==> src/rtl/core/esc_pkg.sv <==
// Shared types and constants for the elevator sweep controller.
// No dependencies; every other file in rtl/core imports this package.
package esc_pkg;

    localparam int NUM_FLOORS = 8;
    localparam int FLOOR_W = $clog2(NUM_FLOORS);
    localparam int DUTY_W = 7;
    localparam logic [DUTY_W-1:0] MAX_DUTY = 7'd100;
    localparam logic [DUTY_W-1:0] DUTY_RESET = 7'd100;

    typedef enum logic [2:0] {
        MODE_IDLE  = 3'd0,
        MODE_UP    = 3'd1,
        MODE_DOWN  = 3'd2,
        MODE_DOORS = 3'd3,
        MODE_EMERG = 3'd4
    } mode_t;

    typedef enum logic [1:0] {
        DIR_STOP = 2'd0,
        DIR_UP   = 2'd1,
        DIR_DN   = 2'd2
    } dir_t;

    typedef enum logic [2:0] {
        EV_TICK      = 3'd0,
        EV_CABIN     = 3'd1,
        EV_HALL_UP   = 3'd2,
        EV_HALL_DOWN = 3'd3,
        EV_ARRIVAL   = 3'd4,
        EV_DOOR_DONE = 3'd5,
        EV_ESTOP     = 3'd6,
        EV_RELEASE   = 3'd7
    } kind_t;

    typedef struct packed {
        mode_t                   ctrl_state;
        dir_t                    travel_dir;
        logic [FLOOR_W-1:0]      at_floor;
        logic [DUTY_W-1:0]       motor_duty;
        logic                    door_timer_start;
        logic [NUM_FLOORS-1:0]   pending_mask;
    } esc_result_t;

endpackage

==> src/rtl/core/esc_if.sv <==
// Valid/ready channel interfaces for event input and status output.
// Depends on esc_pkg for field widths.
interface esc_in_if
    import esc_pkg::*;
();
    logic               valid;
    logic               ready;
    logic [2:0]         kind;
    logic [FLOOR_W-1:0] floor;

    modport source (output valid, output kind, output floor, input ready);
    modport sink (input valid, input kind, input floor, output ready);
endinterface

interface esc_out_if
    import esc_pkg::*;
();
    logic                  valid;
    logic                  ready;
    logic [2:0]            ctrl_state;
    logic [1:0]            travel_dir;
    logic [FLOOR_W-1:0]    at_floor;
    logic [DUTY_W-1:0]     motor_duty;
    logic                  door_timer_start;
    logic [NUM_FLOORS-1:0] pending_mask;

    modport source (output valid, output ctrl_state, output travel_dir, output at_floor,
                    output motor_duty, output door_timer_start, output pending_mask,
                    input ready);
    modport sink (input valid, input ctrl_state, input travel_dir, input at_floor,
                  input motor_duty, input door_timer_start, input pending_mask,
                  output ready);
endinterface

==> src/rtl/core/esc_target.sv <==
// Sweep target selection over the outstanding request mask.
// Depends on esc_pkg.
module esc_target
    import esc_pkg::*;
(
    input  logic [NUM_FLOORS-1:0] req,
    input  logic [FLOOR_W-1:0]    cur_floor,
    input  dir_t                  dir,
    output logic [FLOOR_W-1:0]    target
);

    logic [FLOOR_W-1:0] low_up;
    logic               has_up;
    logic [FLOOR_W-1:0] high_below;
    logic               has_below;
    logic [FLOOR_W-1:0] high_at_below;
    logic               has_at_below;
    logic [FLOOR_W-1:0] lowest;
    logic [FLOOR_W-1:0] highest;
    logic [FLOOR_W-1:0] dist_up;
    logic [FLOOR_W-1:0] dist_down;

    always_comb
    begin
        low_up = '0;
        has_up = 1'b0;
        high_below = '0;
        has_below = 1'b0;
        high_at_below = '0;
        has_at_below = 1'b0;
        lowest = '0;
        highest = '0;
        for (int i = NUM_FLOORS - 1; i >= 0; i--)
        begin
            if (req[i] && (FLOOR_W'(i) >= cur_floor))
            begin
                low_up = FLOOR_W'(i);
                has_up = 1'b1;
            end
            if (req[i])
            begin
                lowest = FLOOR_W'(i);
            end
        end
        for (int i = 0; i < NUM_FLOORS; i++)
        begin
            if (req[i] && (FLOOR_W'(i) < cur_floor))
            begin
                high_below = FLOOR_W'(i);
                has_below = 1'b1;
            end
            if (req[i] && (FLOOR_W'(i) <= cur_floor))
            begin
                high_at_below = FLOOR_W'(i);
                has_at_below = 1'b1;
            end
            if (req[i])
            begin
                highest = FLOOR_W'(i);
            end
        end
    end

    assign dist_up = low_up - cur_floor;
    assign dist_down = cur_floor - high_at_below;

    always_comb
    begin
        case (dir)
            DIR_UP:
            begin
                target = has_up ? low_up : highest;
            end
            DIR_DN:
            begin
                if (has_below)
                begin
                    target = high_below;
                end
                else if (req[cur_floor])
                begin
                    target = cur_floor;
                end
                else
                begin
                    target = lowest;
                end
            end
            default:
            begin
                if (has_at_below && (!has_up || dist_down <= dist_up))
                begin
                    target = high_at_below;
                end
                else
                begin
                    target = low_up;
                end
            end
        endcase
    end

endmodule

==> src/rtl/core/esc_core.sv <==
// Controller state registers and single-pass event/tick update.
// Depends on esc_pkg and esc_target.
module esc_core
    import esc_pkg::*;
(
    input  logic               clk,
    input  logic               rst_n,
    input  logic               cfg_we,
    input  logic [DUTY_W-1:0]  cfg_wdata,
    input  logic               push,
    input  logic [2:0]         kind,
    input  logic [FLOOR_W-1:0] floor,
    output esc_result_t        result
);

    logic [DUTY_W-1:0]     run_duty_reg;
    mode_t                 mode_reg, mode_next;
    dir_t                  dir_reg, dir_next;
    logic [FLOOR_W-1:0]    floor_reg, floor_next;
    logic [NUM_FLOORS-1:0] cabin_reg, cabin_next;
    logic [NUM_FLOORS-1:0] hall_up_reg, hall_up_next;
    logic [NUM_FLOORS-1:0] hall_down_reg, hall_down_next;
    logic                  estop_reg, estop_next;
    logic                  door_busy_reg, door_busy_next;
    logic                  arr_pend_reg, arr_pend_next;
    logic [FLOOR_W-1:0]    arr_floor_reg, arr_floor_next;
    logic [DUTY_W-1:0]     duty_reg, duty_next;
    logic                  pulse;

    logic [NUM_FLOORS-1:0] req_all;
    logic [NUM_FLOORS-1:0] floor_sel;
    logic [NUM_FLOORS-1:0] mid_sel;
    logic                  floor_ok;
    mode_t                 mid_mode;
    dir_t                  mid_dir;
    logic [FLOOR_W-1:0]    mid_floor;
    logic                  req_here;
    logic                  req_above;
    logic                  req_below;
    logic                  any_req;
    logic [FLOOR_W-1:0]    target;
    logic [DUTY_W-1:0]     run_duty;

    assign req_all = cabin_reg | hall_up_reg | hall_down_reg;
    assign any_req = |req_all;
    assign floor_ok = (int'(floor) < NUM_FLOORS);
    assign floor_sel = NUM_FLOORS'(1) << floor;
    assign run_duty = (run_duty_reg > MAX_DUTY) ? MAX_DUTY : run_duty_reg;

    assign mid_mode = (mode_reg == MODE_EMERG) ? MODE_IDLE : mode_reg;
    assign mid_dir = (mode_reg == MODE_EMERG) ? DIR_STOP : dir_reg;
    assign mid_floor = arr_pend_reg ? arr_floor_reg : floor_reg;
    assign mid_sel = NUM_FLOORS'(1) << mid_floor;
    assign req_here = req_all[mid_floor];

    always_comb
    begin
        req_above = 1'b0;
        req_below = 1'b0;
        for (int i = 0; i < NUM_FLOORS; i++)
        begin
            if (req_all[i] && (FLOOR_W'(i) > mid_floor))
            begin
                req_above = 1'b1;
            end
            if (req_all[i] && (FLOOR_W'(i) < mid_floor))
            begin
                req_below = 1'b1;
            end
        end
    end

    esc_target u_target (
        .req       (req_all),
        .cur_floor (mid_floor),
        .dir       (mid_dir),
        .target    (target)
    );

    always_comb
    begin
        mode_next = mode_reg;
        dir_next = dir_reg;
        floor_next = floor_reg;
        cabin_next = cabin_reg;
        hall_up_next = hall_up_reg;
        hall_down_next = hall_down_reg;
        estop_next = estop_reg;
        door_busy_next = door_busy_reg;
        arr_pend_next = arr_pend_reg;
        arr_floor_next = arr_floor_reg;
        duty_next = duty_reg;
        pulse = 1'b0;
        case (kind_t'(kind))
            EV_TICK:
            begin
                if (estop_reg)
                begin
                    if (mode_reg != MODE_EMERG)
                    begin
                        duty_next = '0;
                        mode_next = MODE_EMERG;
                        dir_next = DIR_STOP;
                    end
                end
                else
                begin
                    mode_next = mid_mode;
                    dir_next = mid_dir;
                    floor_next = mid_floor;
                    arr_pend_next = 1'b0;
                    if (arr_pend_reg && req_here)
                    begin
                        duty_next = '0;
                        cabin_next = cabin_reg & ~mid_sel;
                        hall_up_next = hall_up_reg & ~mid_sel;
                        hall_down_next = hall_down_reg & ~mid_sel;
                        mode_next = MODE_DOORS;
                        door_busy_next = 1'b1;
                        pulse = 1'b1;
                    end
                    else
                    begin
                        case (mid_mode)
                            MODE_IDLE:
                            begin
                                if (any_req)
                                begin
                                    if (target == mid_floor)
                                    begin
                                        cabin_next = cabin_reg & ~mid_sel;
                                        hall_up_next = hall_up_reg & ~mid_sel;
                                        hall_down_next = hall_down_reg & ~mid_sel;
                                        mode_next = MODE_DOORS;
                                        door_busy_next = 1'b1;
                                        pulse = 1'b1;
                                    end
                                    else if (target > mid_floor)
                                    begin
                                        dir_next = DIR_UP;
                                        mode_next = MODE_UP;
                                        duty_next = run_duty;
                                    end
                                    else
                                    begin
                                        dir_next = DIR_DN;
                                        mode_next = MODE_DOWN;
                                        duty_next = run_duty;
                                    end
                                end
                            end
                            MODE_UP:
                            begin
                                if (!req_above && !req_here)
                                begin
                                    if (req_below)
                                    begin
                                        dir_next = DIR_DN;
                                        mode_next = MODE_DOWN;
                                    end
                                    else
                                    begin
                                        duty_next = '0;
                                        dir_next = DIR_STOP;
                                        mode_next = MODE_IDLE;
                                    end
                                end
                            end
                            MODE_DOWN:
                            begin
                                if (!req_below && !req_here)
                                begin
                                    if (req_above)
                                    begin
                                        dir_next = DIR_UP;
                                        mode_next = MODE_UP;
                                    end
                                    else
                                    begin
                                        duty_next = '0;
                                        dir_next = DIR_STOP;
                                        mode_next = MODE_IDLE;
                                    end
                                end
                            end
                            MODE_DOORS:
                            begin
                                if (!door_busy_reg)
                                begin
                                    if (any_req && (target > mid_floor))
                                    begin
                                        dir_next = DIR_UP;
                                        mode_next = MODE_UP;
                                        duty_next = run_duty;
                                    end
                                    else if (any_req && (target < mid_floor))
                                    begin
                                        dir_next = DIR_DN;
                                        mode_next = MODE_DOWN;
                                        duty_next = run_duty;
                                    end
                                    else
                                    begin
                                        dir_next = DIR_STOP;
                                        mode_next = MODE_IDLE;
                                    end
                                end
                            end
                            default:
                            begin
                                mode_next = mid_mode;
                            end
                        endcase
                    end
                end
            end
            EV_CABIN:
            begin
                if (floor_ok)
                begin
                    cabin_next = cabin_reg | floor_sel;
                end
            end
            EV_HALL_UP:
            begin
                if (floor_ok)
                begin
                    hall_up_next = hall_up_reg | floor_sel;
                end
            end
            EV_HALL_DOWN:
            begin
                if (floor_ok)
                begin
                    hall_down_next = hall_down_reg | floor_sel;
                end
            end
            EV_ARRIVAL:
            begin
                if (floor_ok)
                begin
                    arr_pend_next = 1'b1;
                    arr_floor_next = floor;
                end
            end
            EV_DOOR_DONE:
            begin
                door_busy_next = 1'b0;
            end
            EV_ESTOP:
            begin
                estop_next = 1'b1;
            end
            default:
            begin
                estop_next = 1'b0;
            end
        endcase
    end

    always_comb
    begin
        result.ctrl_state = mode_next;
        result.travel_dir = dir_next;
        result.at_floor = floor_next;
        result.motor_duty = duty_next;
        result.door_timer_start = pulse;
        result.pending_mask = cabin_next | hall_up_next | hall_down_next;
    end

    always_ff @(posedge clk or negedge rst_n)
    begin
        if (!rst_n)
        begin
            run_duty_reg <= DUTY_RESET;
        end
        else if (cfg_we)
        begin
            run_duty_reg <= cfg_wdata;
        end
    end

    always_ff @(posedge clk or negedge rst_n)
    begin
        if (!rst_n)
        begin
            mode_reg <= MODE_IDLE;
            dir_reg <= DIR_STOP;
            floor_reg <= '0;
            cabin_reg <= '0;
            hall_up_reg <= '0;
            hall_down_reg <= '0;
            estop_reg <= 1'b0;
            door_busy_reg <= 1'b0;
            arr_pend_reg <= 1'b0;
            arr_floor_reg <= '0;
            duty_reg <= '0;
        end
        else if (push)
        begin
            mode_reg <= mode_next;
            dir_reg <= dir_next;
            floor_reg <= floor_next;
            cabin_reg <= cabin_next;
            hall_up_reg <= hall_up_next;
            hall_down_reg <= hall_down_next;
            estop_reg <= estop_next;
            door_busy_reg <= door_busy_next;
            arr_pend_reg <= arr_pend_next;
            arr_floor_reg <= arr_floor_next;
            duty_reg <= duty_next;
        end
    end

endmodule

==> src/rtl/core/esc_out_buf.sv <==
// Output register with one skid entry for status results.
// Depends on esc_pkg.
module esc_out_buf
    import esc_pkg::*;
(
    input  logic        clk,
    input  logic        rst_n,
    input  logic        push,
    input  esc_result_t push_data,
    output logic        push_ready,
    output logic        out_valid,
    input  logic        out_ready,
    output esc_result_t out_data
);

    logic        out_valid_reg, out_valid_next;
    logic        skid_valid_reg, skid_valid_next;
    esc_result_t out_data_reg, out_data_next;
    esc_result_t skid_data_reg, skid_data_next;
    logic        pop;

    assign pop = out_valid_reg && out_ready;
    assign push_ready = !skid_valid_reg;
    assign out_valid = out_valid_reg;
    assign out_data = out_data_reg;

    always_comb
    begin
        out_valid_next = out_valid_reg;
        skid_valid_next = skid_valid_reg;
        out_data_next = out_data_reg;
        skid_data_next = skid_data_reg;
        if (skid_valid_reg)
        begin
            if (pop)
            begin
                out_data_next = skid_data_reg;
                skid_valid_next = 1'b0;
            end
        end
        else if (push && (!out_valid_reg || pop))
        begin
            out_data_next = push_data;
            out_valid_next = 1'b1;
        end
        else if (push)
        begin
            skid_data_next = push_data;
            skid_valid_next = 1'b1;
        end
        else if (pop)
        begin
            out_valid_next = 1'b0;
        end
    end

    always_ff @(posedge clk or negedge rst_n)
    begin
        if (!rst_n)
        begin
            out_valid_reg <= 1'b0;
            skid_valid_reg <= 1'b0;
        end
        else
        begin
            out_valid_reg <= out_valid_next;
            skid_valid_reg <= skid_valid_next;
        end
    end

    always_ff @(posedge clk)
    begin
        out_data_reg <= out_data_next;
        skid_data_reg <= skid_data_next;
    end

endmodule

==> src/rtl/core/elevator_sweep_controller.sv <==
// Elevator sweep controller: one status result per event, one event per cycle.
// Depends on esc_pkg, esc_if, esc_core and esc_out_buf.
// Each event is decoded and applied to the controller state in the cycle it
// transfers; its status is registered at that edge, in the output register or,
// if that holds a result not yet taken, in the one-entry skid behind it. The
// target search is a priority and distance compare over the request masks in
// that same cycle, so a new event can transfer every cycle while input ready
// is high. The skid keeps input ready high while one result waits; ready drops
// only when two results are held. The user writes motor_run_duty only while
// idle, via cfg_we/cfg_wdata (not enforced); values above 100 apply as 100.
module elevator_sweep_controller
    import esc_pkg::*;
(
    input  logic              clk,
    input  logic              rst_n,
    input  logic              cfg_we,
    input  logic [DUTY_W-1:0] cfg_wdata,
    esc_in_if.sink            req_ch,
    esc_out_if.source         rsp_ch
);

    logic        push;
    logic        push_ready;
    esc_result_t result;
    esc_result_t out_data;

    assign push = req_ch.valid && push_ready;
    assign req_ch.ready = push_ready;

    esc_core u_core (
        .clk       (clk),
        .rst_n     (rst_n),
        .cfg_we    (cfg_we),
        .cfg_wdata (cfg_wdata),
        .push      (push),
        .kind      (req_ch.kind),
        .floor     (req_ch.floor),
        .result    (result)
    );

    esc_out_buf u_out_buf (
        .clk        (clk),
        .rst_n      (rst_n),
        .push       (push),
        .push_data  (result),
        .push_ready (push_ready),
        .out_valid  (rsp_ch.valid),
        .out_ready  (rsp_ch.ready),
        .out_data   (out_data)
    );

    assign rsp_ch.ctrl_state = out_data.ctrl_state;
    assign rsp_ch.travel_dir = out_data.travel_dir;
    assign rsp_ch.at_floor = out_data.at_floor;
    assign rsp_ch.motor_duty = out_data.motor_duty;
    assign rsp_ch.door_timer_start = out_data.door_timer_start;
    assign rsp_ch.pending_mask = out_data.pending_mask;

endmodule

==> src/flat_wrapper.sv <==
// flat-port wrapper written by rule: the top's interface ports become plain ports
module elevator_sweep_controller_flat import esc_pkg::*;
  (clk, rst_n, cfg_we, cfg_wdata, req_ch_valid, req_ch_kind, req_ch_floor, req_ch_ready, rsp_ch_valid, rsp_ch_ctrl_state, rsp_ch_travel_dir, rsp_ch_at_floor, rsp_ch_motor_duty, rsp_ch_door_timer_start, rsp_ch_pending_mask, rsp_ch_ready);
  esc_in_if req_ch_i ();
  esc_out_if rsp_ch_i ();
  input  logic clk;
  input  logic rst_n;
  input  logic cfg_we;
  input  logic [DUTY_W-1:0] cfg_wdata;
  input wire logic [$bits(req_ch_i.valid)-1:0] req_ch_valid;
  input wire logic [$bits(req_ch_i.kind)-1:0] req_ch_kind;
  input wire logic [$bits(req_ch_i.floor)-1:0] req_ch_floor;
  output wire logic [$bits(req_ch_i.ready)-1:0] req_ch_ready;
  output wire logic [$bits(rsp_ch_i.valid)-1:0] rsp_ch_valid;
  output wire logic [$bits(rsp_ch_i.ctrl_state)-1:0] rsp_ch_ctrl_state;
  output wire logic [$bits(rsp_ch_i.travel_dir)-1:0] rsp_ch_travel_dir;
  output wire logic [$bits(rsp_ch_i.at_floor)-1:0] rsp_ch_at_floor;
  output wire logic [$bits(rsp_ch_i.motor_duty)-1:0] rsp_ch_motor_duty;
  output wire logic [$bits(rsp_ch_i.door_timer_start)-1:0] rsp_ch_door_timer_start;
  output wire logic [$bits(rsp_ch_i.pending_mask)-1:0] rsp_ch_pending_mask;
  input wire logic [$bits(rsp_ch_i.ready)-1:0] rsp_ch_ready;
  assign req_ch_i.valid = req_ch_valid;
  assign req_ch_i.kind = req_ch_kind;
  assign req_ch_i.floor = req_ch_floor;
  assign req_ch_ready = req_ch_i.ready;
  assign rsp_ch_valid = rsp_ch_i.valid;
  assign rsp_ch_ctrl_state = rsp_ch_i.ctrl_state;
  assign rsp_ch_travel_dir = rsp_ch_i.travel_dir;
  assign rsp_ch_at_floor = rsp_ch_i.at_floor;
  assign rsp_ch_motor_duty = rsp_ch_i.motor_duty;
  assign rsp_ch_door_timer_start = rsp_ch_i.door_timer_start;
  assign rsp_ch_pending_mask = rsp_ch_i.pending_mask;
  assign rsp_ch_i.ready = rsp_ch_ready;
  elevator_sweep_controller u_core (.clk(clk), .rst_n(rst_n), .cfg_we(cfg_we), .cfg_wdata(cfg_wdata), .req_ch(req_ch_i), .rsp_ch(rsp_ch_i));
endmodule
==> config.mk <==
export PLATFORM = sky130hd
export DESIGN_NAME = elevator_sweep_controller_flat
export DESIGN_NICKNAME = d
export VERILOG_FILES = /design/src/rtl/core/esc_pkg.sv /design/src/rtl/core/esc_if.sv /design/src/rtl/core/esc_target.sv /design/src/rtl/core/esc_core.sv /design/src/rtl/core/esc_out_buf.sv /design/src/rtl/core/elevator_sweep_controller.sv /design/src/flat_wrapper.sv
export SDC_FILE = /design/constraint.sdc
export NUM_CORES = 1
export LEC_CHECK = 0
export BUFFER_PORTS_ARGS = -buffer_cell sky130_fd_sc_hd__buf_2
export CORE_UTILIZATION = 56
export CTS_CLUSTER_DIAMETER = 40
export CTS_CLUSTER_SIZE = 28
export DETAILED_ROUTE_END_ITERATION = 7
export PLACE_DENSITY_LB_ADDON = 0.15
export SLEW_MARGIN = 20
export SYNTH_ARGS = -nofsm -noshare
export SYNTH_HDL_FRONTEND = slang
export SYNTH_HIERARCHICAL = 1
export SYNTH_SLANG_ARGS = --single-unit
==> constraint.sdc <==
create_clock -name clk -period 6.25 [get_ports clk]
set_clock_uncertainty 0.15 [all_clocks]
set_input_delay 0.3125 -clock clk [delete_from_list [all_inputs] [get_ports clk]]
set_output_delay 0.3125 -clock clk [all_outputs]
set_load 0.1 [all_outputs]
==> qor.csv <==
stage,metric,value,unit
hold_path,worst hold path type,in -> reg,
drt,Iteration-0 DRC Markers,567,
grt,largest net degree at the start of global routing,55,
yosys,Post-Synth Simple-Gate Area,17.1,%
clocking,clk slew on worst S/H paths,70,ps
critical_path,worst r2r path cells,27,
clocking,deepest clock path buffer count,2,
critical_path,"Req. time, crit path",6210,ps
drt,final WL,18100,um
layout,final core occ,66.0,%
sta,Final Slew Violations,0,
layout,"most common cell after layout, fill and taps aside",nor2_1,
yosys,Post-synth EDFFs,48,
placed_design,gpl congestion,0.976,
sta,Slew @ Worst Pin,1090,ps
drt,WL/cell,19.6,um
clocking,# H-tree levels,3,
critical_path,worst setup path endpoint,u_core/u_out_buf/out_data[12],
placed_design,I/O Buffers,43,
yosys,post-synthesis cell count,707,
clocking,CTS tree,built,
layout,n_diodes,0,
critical_path,crit-path max FO,7,
yosys,sequential area share after synthesis,42.3,%
die,Die Ht,111,um
layout,Final nets,804,
sta,Slew Limit Headroom,27.3,%
critical_path,Critical Path Max Stage Delay,430,ps
die,core area,11500,um^2
placed_design,Post-DP Area,7060,um^2
critical_path,CP Launch Point,u_core/u_core/arr_pend_reg,
sta,WHS,38.1,ps
sta,final hold violations,0,
layout,filler instances,934,
critical_path,worst path arrival time,5940,ps
critical_path,Crit. End Element,flip-flop,
run_status,status,completed,
clocking,root buffer cell,clkbuf_16,
clocking,CTS Buf Count,9,
yosys,yosys warns,6,
clocking,CTS Sinks,102,
critical_path,critical path startpoint category,flip-flop,
die,Ports,44,
grt,All-Layer GR Usage,30.2,%
yosys,post-synthesis adder-cell area fraction,2.50,%
sta,fin crit share,95.8,%
yosys,post-synthesis sequential element count,102,
drt,# DRC,0,
critical_path,CP Class,reg -> reg,
grt,initial antenna violation count,0,
die,effective utilization at floorplan,57.6,%
yosys,Synth Area in XOR/XNOR,0.530,%
die,row cnt,39,
drt,Vias,5948,
sta,Tmin final,5980,ps
yosys,Synth cell types,88,
drt,vias per inst,6.45,
sta,count of final setup violators,0,
die,Die Area,12200,um^2
clocking,Skew-Pair Late Insertion Delay,350,ps
grt,vias in the first global route,5728,
layout,"Design Area, Final",7570,um^2
yosys,largest cells by area after synthesis,"edfxtp_1 (22%), dfrtp_1 (19%), mux2_2 (6.0%)",
yosys,mux cell area share after synthesis,8.13,%
critical_path,"slowest stage cell, crit path",dfrtp_2,
yosys,Post-synth top flop,dfrtp_1,
yosys,syn avg cell area,9.34,um^2
critical_path,R2R Path Start,u_core/u_core/arr_pend_reg,
layout,share of post-route cells with drive strength above 1,26.3,%
drt,Post-DRT Antenna Nets,0,
yosys,Synthesized Nets,737,
yosys,Async SR Flop Fraction,52.9,%
grt,total grt overflow,0,
flow_run,MaxCap Viol Count,0,
die,die width,111,um
placed_design,placed cells,893,
drt,drt first pass iters,6,
placed_design,DP Wirelength,13000,um
yosys,cell taking the most area after synthesis,edfxtp_1,
critical_path,worst reg2reg endpoint,u_core/u_out_buf/out_data[12],
layout,final cell count without fillers,922,
layout,Layout area overhead,14.5,%
grt,first-pass GRT wire length,29500,um
critical_path,r2r setup slk,270,ps
yosys,"Cell Area, Synth",6610,um^2
sta,f_max,167,MHz
yosys,largest family of logic cells by synthesized area,compound AO/OA/AOI/OAI gates,
yosys,Yosys top cell area share,21.8,%
layout,most frequent cells in the layout,"nor2_1 (69), nand2_1 (60), a21oi_1 (58)",
yosys,Synth Area in Compound Gates,23.5,%
[area by class of cell]
| type | instances | area [um^2] | area share (%) |
|---|---|---|---|
| Tap cell | 143 | 179 | 2.36 |
| Clock inverter | 7 | 58.8 | 0.777 |
| Inverter | 36 | 143 | 1.89 |
| Timing Repair Buffer | 97 | 639 | 8.45 |
| Sequential cell | 102 | 2800 | 37.0 |
| Multi-Input combinational cell | 528 | 3520 | 46.6 |
| Clock buffer | 9 | 225 | 2.98 |
[per-stage QoR]
stage / setup TNS [ps] / setup WS, ps
floorplan: 0 / 157
global placement: 0 / 113
detailed placement: -0.156 / -0.156
CTS: 0 / 17.8
global route: -30.4 / -16.0
finish: 0 / 265
[logic make-up after synthesis]
family          count (synthesis)
flops                         102
compound gates                236
simple gates                  230
fa+ha+maj                      12
buf+inv                        78
mux                            45
xor+xnor                        4
[Yosys cell counts (3+ instances only)]
library cell	n
a211oi_1	5
a21o_1	8
a21oi_1	60
a22o_1	6
a22oi_1	4
a31oi_1	8
a32oi_1	5
a41oi_1	4
and2_1	7
and3_1	6
buf_2	8
buf_4	4
buf_6	9
clkbuf_1	20
dfrtp_1	51
dfstp_2	3
edfxtp_1	48
ha_1	10
inv_1	31
inv_2	4
mux2_2	35
mux2i_1	6
mux2i_4	3
nand2_1	61
nand2b_1	10
nand3_1	20
nand3b_1	5
nand4_1	3
nor2_1	69
nor2b_1	7
nor3_1	12
nor3b_1	5
o211ai_1	5
o21a_1	3
o21ai_0	51
o21ai_1	12
o21bai_1	3
o22ai_1	24
o31ai_1	3
or3_1	6
xnor2_1	3
[what timing repair did]
action | CTS | global route
pin swaps | 0 | 14
endpoints found under the setup margin | 1 | 45
setup buffers | 0 | 11
cloned | 0 | 1
resized for setup | 1 | 38
hold buffers | 1 | 0
hold endpoints to repair | 51 | 0
[worst min path at each step]
stage / from / endpoint / depth (start not counted)
6_report: cfg_wdata[3] / u_core/u_core/run_duty_reg[3] / 2
3_3_place_gp: u_core/u_core/cabin_reg[4] / u_core/u_core/cabin_reg[4] / 2
3_5_place_dp: u_core/u_core/hall_down_reg[4] / u_core/u_core/hall_down_reg[4] / 2
2_1_floorplan: rst_n / u_core/u_core/arr_floor_reg[0] / 0
5_1_grt: cfg_wdata[1] / u_core/u_core/run_duty_reg[1] / 2
4_1_cts: cfg_wdata[3] / u_core/u_core/run_duty_reg[3] / 2
[layer usage]
metal	wire length (um)	track usage, %
met3	1530	6.26
met4	222	9.16
met5	0	0
met1	7980	43.0
met2	8380	46.5
[critical path: cells and delay by family, from the launching register on]
family                     cells  cell delay, ps
AOI/OAI and AO/OA             11            1720
adders and majority gates      4            1200
and+or+nand+nor                5             940
muxes                          3             850
buffers and inverters          4             470
DFF                            1             430
Power is not shown: default switching activity piles up to over one toggle a cycle in this logic, so the estimate is an artifact.
